<file path="config.mk">
export PLATFORM = sky130hd
export DESIGN_NAME = indexed_deque_with_cursor
export DESIGN_NICKNAME = d
export VERILOG_FILES = /design/src/rtl/idq_pkg.sv /design/src/rtl/idq_datapath.sv /design/src/rtl/idq_ctrl.sv /design/src/rtl/indexed_deque_with_cursor.sv
export SDC_FILE = /design/constraint.sdc
export NUM_CORES = 2
export LEC_CHECK = 0
export ABC_AREA = 1
export BUFFER_PORTS_ARGS = -buffer_cell sky130_fd_sc_hd__buf_4
export CAP_MARGIN = 10
export CORE_ASPECT_RATIO = 0.8
export CORE_UTILIZATION = 36
export DETAILED_ROUTE_END_ITERATION = 7
export PLACE_DENSITY = 0.59
export SYNTH_ARGS = -nofsm -noshare
export SYNTH_HDL_FRONTEND = slang
export SYNTH_SLANG_ARGS = --single-unit
</file>
<file path="constraint.sdc">
create_clock -name clk_i -period 4.3 [get_ports clk_i]
set_input_delay 0.86 -clock clk_i [delete_from_list [all_inputs] [get_ports clk_i]]
set_output_delay 0.86 -clock clk_i [all_outputs]
set_load 0.02 [all_outputs]
</file>
<file path="src/rtl/idq_pkg.sv">
// ----------------------------------------------------------------------------
// idq_pkg
// shared types and constants for the indexed deque with cursor
// ----------------------------------------------------------------------------
package idq_pkg;

  localparam int unsigned Capacity = 16;
  localparam int unsigned IdxW     = $clog2(Capacity);
  localparam int unsigned CntW     = $clog2(Capacity + 1);

  localparam logic [3:0] ModePushFront = 4'd0;
  localparam logic [3:0] ModePushBack  = 4'd1;
  localparam logic [3:0] ModeInsert    = 4'd2;
  localparam logic [3:0] ModePopFront  = 4'd3;
  localparam logic [3:0] ModePopBack   = 4'd4;
  localparam logic [3:0] ModeRemoveAt  = 4'd5;
  localparam logic [3:0] ModeNext      = 4'd6;
  localparam logic [3:0] ModePrev      = 4'd7;
  localparam logic [3:0] ModeCurrent   = 4'd8;
  localparam logic [3:0] ModeClear     = 4'd9;
  localparam logic [3:0] ModeDump      = 4'd10;
  localparam logic [3:0] ModeDumpRev   = 4'd11;

  localparam logic [1:0] StOk    = 2'd0;
  localparam logic [1:0] StEmpty = 2'd1;
  localparam logic [1:0] StFull  = 2'd2;

  typedef enum logic [2:0] {
    OpNone, OpInsert, OpRemove, OpSetCursor, OpClear
  } dp_op_e;

  // controller to datapath
  typedef struct packed {
    dp_op_e          op;
    logic [IdxW-1:0] at;
    logic [IdxW-1:0] cur;
    logic [31:0]     word;
    logic [IdxW-1:0] rd_idx;
  } dp_cmd_t;

  // datapath to controller
  typedef struct packed {
    logic [CntW-1:0] count;
    logic [IdxW-1:0] cursor;
    logic [31:0]     rd_word;
  } dp_stat_t;

endpackage

</file>
<file path="src/rtl/idq_datapath.sv">
// ----------------------------------------------------------------------------
// idq_datapath
// shifting cell chain with count and cursor registers
// ----------------------------------------------------------------------------
module idq_datapath import idq_pkg::*; (
  input  logic     clk_i,
  input  logic     rst_ni,
  input  dp_cmd_t  cmd_i,
  output dp_stat_t stat_o
);

  logic [31:0]     cell_q [Capacity];
  logic [CntW-1:0] count_q;
  logic [IdxW-1:0] cursor_q;

  // each cell chooses among hold, left neighbor, right neighbor or new word
  always_ff @(posedge clk_i) begin
    for (int i = 0; i < Capacity; i++) begin
      if (cmd_i.op == OpInsert) begin
        if (IdxW'(i) == cmd_i.at) begin
          cell_q[i] <= cmd_i.word;
        end else if (IdxW'(i) > cmd_i.at && i > 0) begin
          cell_q[i] <= cell_q[(i > 0) ? i - 1 : 0];
        end
      end else if (cmd_i.op == OpRemove) begin
        if (IdxW'(i) >= cmd_i.at && i < Capacity - 1) begin
          cell_q[i] <= cell_q[(i < Capacity - 1) ? i + 1 : i];
        end
      end
    end
  end

  always_ff @(posedge clk_i or negedge rst_ni) begin
    if (!rst_ni) begin
      count_q  <= '0;
      cursor_q <= '0;
    end else begin
      case (cmd_i.op)
        OpInsert: begin
          count_q  <= count_q + CntW'(1);
          cursor_q <= cmd_i.at;
        end
        OpRemove: begin
          count_q  <= count_q - CntW'(1);
          cursor_q <= cmd_i.cur;
        end
        OpSetCursor: cursor_q <= cmd_i.cur;
        OpClear: begin
          count_q  <= '0;
          cursor_q <= '0;
        end
        default: ;
      endcase
    end
  end

  assign stat_o.count   = count_q;
  assign stat_o.cursor  = cursor_q;
  assign stat_o.rd_word = cell_q[cmd_i.rd_idx];

endmodule

</file>
<file path="src/rtl/idq_ctrl.sv">
// ----------------------------------------------------------------------------
// idq_ctrl
// decodes an operation, drives the datapath and sequences result beats
// ----------------------------------------------------------------------------
module idq_ctrl import idq_pkg::*; (
  input  logic        clk_i,
  input  logic        rst_ni,
  input  logic        in_valid_i,
  output logic        in_ready_o,
  input  logic [3:0]  mode_i,
  input  logic [31:0] data_word_i,
  input  logic [7:0]  position_i,
  output logic        out_valid_o,
  input  logic        out_ready_i,
  output logic [31:0] read_word_o,
  output logic [1:0]  status_o,
  output logic [4:0]  occupancy_o,
  output logic [3:0]  cursor_pos_o,
  output logic        last_of_run_o,
  output dp_cmd_t     cmd_o,
  input  dp_stat_t    stat_i
);

  typedef enum logic [1:0] {SIdle, SDump, SOut} state_e;

  state_e          state_q;
  logic [IdxW-1:0] dmp_q;      // entries emitted so far
  logic            dmp_rev_q;
  logic [IdxW-1:0] dmp_last;
  logic [31:0]     word_q;
  logic [1:0]      st_q;
  logic            last_q;
  logic            acc;
  logic            full, empty;
  logic [CntW-1:0] cnt;
  logic [IdxW-1:0] lasti, posi;
  logic            pos_big, pos_rm_end;

  assign cnt   = stat_i.count;
  assign full  = cnt >= CntW'(Capacity);
  assign empty = cnt == '0;
  assign lasti = IdxW'(cnt - CntW'(1));
  assign posi  = IdxW'(position_i);
  assign pos_big    = {1'b0, position_i} >= 9'(cnt);
  assign pos_rm_end = {1'b0, position_i} + 9'd1 >= 9'(cnt);
  assign dmp_last   = IdxW'(cnt - CntW'(1));
  assign in_ready_o = state_q == SIdle;
  assign acc        = in_valid_i && in_ready_o;

  always_comb begin
    cmd_o      = '0;
    cmd_o.op   = OpNone;
    cmd_o.word = data_word_i;
    if (state_q == SDump) begin
      cmd_o.rd_idx = dmp_rev_q ? IdxW'(dmp_last - dmp_q) : dmp_q;
    end else begin
      cmd_o.rd_idx = stat_i.cursor;
    end
    if (acc) begin
      case (mode_i)
        ModePushFront, ModePushBack, ModeInsert: begin
          if (!full) begin
            cmd_o.op = OpInsert;
            if (mode_i == ModePushFront || empty || (mode_i == ModeInsert && posi == '0 &&
                position_i == 8'd0)) begin
              cmd_o.at = '0;
            end else if (mode_i == ModePushBack || pos_big) begin
              cmd_o.at = IdxW'(cnt);
            end else begin
              cmd_o.at = posi;
            end
          end
        end
        ModePopFront, ModePopBack, ModeRemoveAt: begin
          if (!empty) begin
            cmd_o.op = OpRemove;
            if (mode_i == ModePopFront || (mode_i == ModeRemoveAt && position_i == 8'd0)) begin
              cmd_o.at  = '0;
              cmd_o.cur = '0;
            end else if (mode_i == ModePopBack || pos_rm_end) begin
              cmd_o.at  = lasti;
              cmd_o.cur = (cnt > CntW'(1)) ? IdxW'(cnt - CntW'(2)) : '0;
            end else begin
              cmd_o.at  = posi;
              cmd_o.cur = posi;
            end
            cmd_o.rd_idx = cmd_o.at;
          end
        end
        ModeNext: begin
          if (!empty) begin
            cmd_o.op  = OpSetCursor;
            cmd_o.cur = (CntW'(stat_i.cursor) + CntW'(1) < cnt) ?
                        stat_i.cursor + IdxW'(1) : stat_i.cursor;
            cmd_o.rd_idx = cmd_o.cur;
          end
        end
        ModePrev: begin
          if (!empty) begin
            cmd_o.op  = OpSetCursor;
            cmd_o.cur = (stat_i.cursor != '0) ? stat_i.cursor - IdxW'(1) : '0;
            cmd_o.rd_idx = cmd_o.cur;
          end
        end
        ModeClear: cmd_o.op = OpClear;
        default: ;
      endcase
    end
  end

  always_ff @(posedge clk_i or negedge rst_ni) begin
    if (!rst_ni) begin
      state_q   <= SIdle;
      dmp_q     <= '0;
      dmp_rev_q <= 1'b0;
      word_q    <= '0;
      st_q      <= StOk;
      last_q    <= 1'b0;
    end else begin
      case (state_q)
        SIdle: begin
          if (acc) begin
            word_q <= '0;
            st_q   <= StOk;
            last_q <= 1'b1;
            state_q <= SOut;
            case (mode_i)
              ModePushFront, ModePushBack, ModeInsert: if (full) st_q <= StFull;
              ModePopFront, ModePopBack, ModeRemoveAt, ModeNext, ModePrev, ModeCurrent:
                if (empty) st_q <= StEmpty;
                else word_q <= stat_i.rd_word;
              ModeDump, ModeDumpRev: begin
                if (empty) st_q <= StEmpty;
                else begin
                  state_q   <= SDump;
                  dmp_q     <= '0;
                  dmp_rev_q <= mode_i == ModeDumpRev;
                end
              end
              default: ;
            endcase
          end
        end
        SDump: begin
          word_q  <= stat_i.rd_word;
          st_q    <= StOk;
          last_q  <= dmp_q == dmp_last;
          state_q <= SOut;
        end
        SOut: begin
          if (out_ready_i) begin
            if (last_q) begin
              state_q <= SIdle;
            end else begin
              dmp_q   <= dmp_q + IdxW'(1);
              state_q <= SDump;
            end
          end
        end
        default: state_q <= SIdle;
      endcase
    end
  end

  assign out_valid_o   = state_q == SOut;
  assign read_word_o   = word_q;
  assign status_o      = st_q;
  assign occupancy_o   = 5'(cnt);
  assign cursor_pos_o  = 4'(stat_i.cursor);
  assign last_of_run_o = last_q;

  a_no_accept_busy: assert property (@(posedge clk_i) disable iff (!rst_ni)
    (state_q != SIdle) |-> cmd_o.op == OpNone)
    else $error("datapath command while busy");
  a_full_no_grow: assert property (@(posedge clk_i) disable iff (!rst_ni)
    (cmd_o.op == OpInsert) |-> !full)
    else $error("insert on full list");
  a_empty_cursor: assert property (@(posedge clk_i) disable iff (!rst_ni)
    (cnt == '0) |-> stat_i.cursor == '0)
    else $error("cursor off zero on empty list");

endmodule

</file>
<file path="src/rtl/indexed_deque_with_cursor.sv">
// ----------------------------------------------------------------------------
// indexed_deque_with_cursor
// bounded deque of 32-bit words in a shifting cell chain, with a cursor
// ----------------------------------------------------------------------------
// the result beat is registered and appears in the cycle after accept; a dump's first
// beat passes through the SDump read state before SOut, and each later beat passes
// through SDump again once the sink has taken the beat before it;
// the input is held off until the last beat of an item is taken
// reset: count and cursor clear to zero; cell contents are not reset
module indexed_deque_with_cursor import idq_pkg::*; (
  input  logic        clk_i,
  input  logic        rst_ni,
  input  logic        in_valid_i,
  output logic        in_ready_o,
  input  logic [3:0]  mode_i,
  input  logic [31:0] data_word_i,
  input  logic [7:0]  position_i,
  output logic        out_valid_o,
  input  logic        out_ready_i,
  output logic [31:0] read_word_o,
  output logic [1:0]  status_o,
  output logic [4:0]  occupancy_o,
  output logic [3:0]  cursor_pos_o,
  output logic        last_of_run_o
);

  dp_cmd_t  cmd;
  dp_stat_t stat;

  idq_ctrl u_ctrl (
    .clk_i, .rst_ni, .in_valid_i, .in_ready_o, .mode_i, .data_word_i,
    .position_i, .out_valid_o, .out_ready_i, .read_word_o, .status_o,
    .occupancy_o, .cursor_pos_o, .last_of_run_o,
    .cmd_o(cmd), .stat_i(stat)
  );

  idq_datapath u_dp (
    .clk_i, .rst_ni, .cmd_i(cmd), .stat_o(stat)
  );

endmodule
</file>
**Word-level counts from Yosys, hierarchy flattened**

Memory sizes are Yosys's and may differ from the RTL's.
Index checks and enable logic that the tools add are counted.

- Add/subtract/negate cells: 9
- $lt $le $gt $ge: 35
- Eq/ne operators: 38
- Muxes and demuxes: 246
- Bitwise operators: 31
- Reductions and logical operators: 31

Operators with widths:

| cell | count |
|---|---|
| $mux 32 | 33 |
| $mux 1 | 171 |
| $mux 4 | 18 |
| $pmux 32 s2 | 1 |
| $pmux 4 s3 | 3 |
| $eq 4x4->1 const A | 8 |
| $gt 4x4->1 const A | 8 |
| $or 1x1->1 | 30 |
| $ge 4x4->1 const A | 7 |
| $eq 3x4->1 const A | 4 |
| $eq 4x3->1 const B | 4 |
| $eq 4x4->1 const B | 4 |
| $ge 3x4->1 const A | 4 |
| $gt 3x4->1 const A | 4 |
| $mux 8 | 2 |
| $pmux 4 s2 | 2 |
| $pmux 5 s3 | 1 |
| $mux 2 | 7 |
| $logic_not 4->1 | 3 |
| $pmux 3 s4 | 1 |
| $mux 11 | 1 |
| $mux 10 | 1 |
| $add 8x1->9 const B | 1 |
| $ge 9x5->1 | 1 |
| other kinds (47) | 71 |

- Flip-flop bits (word level): 51
- RAM bits: 512
- Input port bits: 48
- Output and inout bits: 46
- Word-level logic and storage cells: 399
- Memories kept: 1

Memories:

| name | words | bits a word | rd ports | clocked after memory_dff | wr ports | line | RTL |
|---|---|---|---|---|---|---|---|
| u_dp.cell_q | 16 | 32 | 17 | 0 | 16 | idq_datapath.sv:12 | `logic [31:0] cell_q [Capacity];` |

**Depth between registers and ports, before layout**

- Depth after elaboration: 15
- Mapped depth: 26
- Gate-level depth less buffers: 23

**Modules after synthesis**

A second synthesis with hierarchy kept.

- Cell total of the unflattened synthesis: 5,255
- Area total of the unflattened synthesis: 37,248.2 µm²

Modules (own cells, without submodules):

| module | instances | cells each | area an instance (µm²) |
|---|---|---|---|
| idq_datapath | 1 | 4,731 | 33,528.4 |
| idq_ctrl | 1 | 524 | 3,719.8 |

**Worst setup path before layout**

OpenSTA, ideal clock, no wires.

- Path type: in2reg
- Start point: input port position_i[0]
- End point: memory u_dp.cell_q[0][0], enable pin
- Setup time: 425 ps
- Arrival time: 4,533 ps
- Path slack: -658 ps
- Cell stages on the path: 21
- Path buffers: 2
- Path through: ha_1 -> nand2_1 -> nor2_1 -> xor2_1 -> ha_1 -> inv_1 -> nand2_1 -> nor2_1 -> nand2_1 -> nor2_2 -> nand2_2 -> or2_4 -> nand4_2 -> nand2_2 -> nand2_4 -> inv_2 -> nor2_4 -> nand2_2 -> buf_2 -> buf_6 -> o21ai_1

RTL lines:

| item | line | RTL |
|---|---|---|
| from (decl) | indexed_deque_with_cursor.sv:17 | `input logic [7:0] position_i,` |
| to (decl) | idq_datapath.sv:12 |  |

==> metrics.yaml <==
outcome:
  outcome: "finished, final reports clean"
cts:
  cts_tree: "built"
  cts_buffers: 60
  clock_tree.buffer_depth: 3
  cts_setup_buffers: 0
  clk-insertion-delay-late_ns: 0.68
  clk_pin_slew_ns: 0.07
  cts.hold.buffers_added: 0
  cts_root_buffer: "clkbuf_16"
  h-tree-depth: 2
  cts_resized: 0
  clock-sinks: 563
grt:
  grtUsageMet3_pct: 7.47
  grt_pass1_wl_um: 219000
  grt_util_met1_pct: 42.7
  track_usage_pct: 29.6
  first_global_vias: 32800
  overflow: 0
  antenna_found_initial: 5
  grt_max_degree: 120
  grt_use_met2_pct: 42.6
  busiest_layer: "met1"
floorplan:
  core_area_mm2: 0.0967
  io_pins: 94
  initial_core_util_pct: 36.3
  placementRows: 102
  die_height_um: 281
  dieArea_mm2: 0.0989
  die_w_um: 351
setup_path:
  cp-end-kind: "flip-flop"
  cp.required_ns: 4.67
  cp-start-kind: "flip-flop"
  timing_worst_setup_path_type: "flip-flop to flip-flop"
  crit_arrival_ns: 4.17
  path_max_fanout: 23
synthesis:
  synth_ff_type: "edfxtp_1"
  synth_common_cells: "nand2_1 (972), nand3_1 (945), edfxtp_1 (512)"
  synth_edf_count: 512
  yosys.cell_count.top_type: "nand2_1"
  synth_top_area_share_pct: 43.8
  yosysWarnings: 0
  synth_area_leaders: "edfxtp_1 (44%), nand3_1 (13%), nand2_1 (10%), nor2_1 (3.9%), dfrtp_1 (3.6%)"
  yosys.area.top_type: "edfxtp_1"
  synth_area_mm2: 0.0351
  async_flop_share_pct: 9.06
  ys_seq_area_share_pct: 47.4
  synth.distinct_cells: 50
  syn_nets: 4537
  syn_area_per_cell_um2: 7.88
  syn-instance-count: 4460
  ys_ff_latch: 563
power_and_ir_drop:
  comb_power_share_pct: 45.9
  p_switching_mw: 11.0
  p_clk_share_pct: 22.3
  power.density_mw_per_mm2: 617
  internal_power_mw: 14.2
  p_leak_nw: 16.4
  pwr-share-seq_pct: 31.8
  power.share.switching_pct: 43.6
  ir_drop_uv: 420
sta:
  whs_ns: 0.288
  rsz0062_at_grt: "false"
  slew_headroom_pct: 33.3
  finalCritPeriodShare_pct: 88.4
  skew_ns: 0.0296
  timing.fmax_mhz: 263
  report.final.slew_viol_count: 0
  tightest_slew_ns: 0.998
  period_needed_ns: 3.80
  fin_setup_tns_ns: 0
  setup_violations: 0
  hold_violations: 0
place:
  post_dp_cell_area_mm2: 0.0388
  gp_congestion: 0.936
  portBuffers: 93
  place_inst: 5683
  dp_hpwl_um: 96300
drt:
  num_vias: 35200
  drtPass1Iterations: 6
  routed_wl_um: 149000
  wire_per_inst_um: 25.6
  antenna_left: 0
  drtIter0Drc: 5556
  drc: 0
  vias_per_cell: 6.06
layout:
  drive_gt1_share_pct: 11.7
  stdcell_area_mm2: 0.0408
  area_growth_pct: 16.1
  nets: 4522
  stdcell_count: 5800
worst_hold_path:
  hold_class: "input port to asynchronous set/reset pin"
job:
  drv_cap: 0
==> per-layer routing <==
layer	vias to the layer above	part of all wire, %
li1	15600	-
met1	16700	41
met2	2579	41
met3	292	14
met4	2	3.4
met5	-	0.0074
==> final cells by class <==
class,instances,area [µm²]
Sequential cell,563,16700
Multi-Input combinational cell,3271,16000
Fill cell,9726,55900
Antenna cell,3,7.51
Tap cell,1300,1630
Clock buffer,89,1730
Inverter,238,905
Clock inverter,25,294
Timing Repair Buffer,311,3590
==> worst paths after layout <==
kind / startpoint / to / slack [ns] / cells past startpoint
max: u_dp.count_q[1]$_DFFE_PN0P_ / u_dp.cell_q[0][15]$_DFFE_PP_ / 0.50 / 15
min: rst_ni / u_ctrl.read_word_o[0]$_DFFE_PN0P_ / 0.29 / 1
max reg2reg: u_dp.count_q[1]$_DFFE_PN0P_ / u_dp.cell_q[0][15]$_DFFE_PP_ / 0.50 / 15
min reg2reg: u_ctrl.read_word_o[29]$_DFFE_PN0P_ / u_ctrl.read_word_o[29]$_DFFE_PN0P_ / 0.48 / 2
max in group asynchronous: rst_ni / u_ctrl.read_word_o[6]$_DFFE_PN0P_ / 3.41 / 1
min in group clk_i: out_ready_i / u_ctrl.state_q[1]$_DFFE_PN0P_ / 0.41 / 2
==> power groups by stage <==
stage | sequential, mW | combinational (mW) | clock [mW]
floorplan | 8.04 | 6.45 | 0
global placement | 8.07 | 11.1 | 0
detailed placement | 8.06 | 11.2 | 0
CTS | 7.96 | 11.2 | 5.63
global route | 8.08 | 12.4 | 5.83
finish | 8.00 | 11.5 | 5.61
==> state kept, by name (all words and copies together) (netlist names) <==
signal / flops
u_ctrl.dmp_q: 4
u_ctrl.dmp_rev_q: 1
u_ctrl.last_of_run_o: 1
u_ctrl.read_word_o: 32
u_ctrl.state_q: 2
u_ctrl.status_o: 2
u_dp.cell_q: 512
u_dp.count_q: 5
u_dp.cursor_q: 4
==> critical path: stages (launching register included) <==
cell	delay, ns
dfrtp_1	0.45
inv_1	0.20
ha_1	0.22
nand2_1	0.06
nor2_1	0.14
nand2_1	0.25
inv_2	0.28
nor2_4	0.11
nor2_4	0.24
inv_2	0.14
nor2_4	0.14
nand3_2	0.16
nor2_8	0.54
inv_2	0.17
o21ai_4	0.17
buf_12	0.22
==> placed cells by master (no fill, tap or decap), types with 31 or more instances in the layout <==
cell type and instances:
o21a_1 32, o21ai_1 156, edfxtp_1 512, inv_1 206, o21ai_0 235, buf_4 211
buf_12 100, nand3b_1 32, a31oi_1 177, o22ai_1 67, dfrtp_1 51, nand3_1 943
nand2_2 35, nand2_1 943, nor2_1 359, a21oi_1 135, o211ai_1 31, clkbuf_16 62
==> stage by stage <==
step	util [%]	power [mW]	worst slack [ns]
after floorplan	-	14.5	0.0168
after global placement	40.1	19.2	0.0403
after detailed placement	40.1	19.3	0.0241
after CTS	42.2	24.8	0.582
after global routing	42.2	26.3	0.287
final	42.2	25.2	0.497
==> cell families after synthesis <==
group / count (synthesis) / share of synthesized area, %
compound gates: 847 / 13.5
xor+xnor: 8 / 0.199
fa+ha+maj: 29 / 1.05
buf+inv: 626 / 7.76
flops: 563 / 47.4
simple gates: 2387 / 30.1
Power figures use the tool's default switching activity.
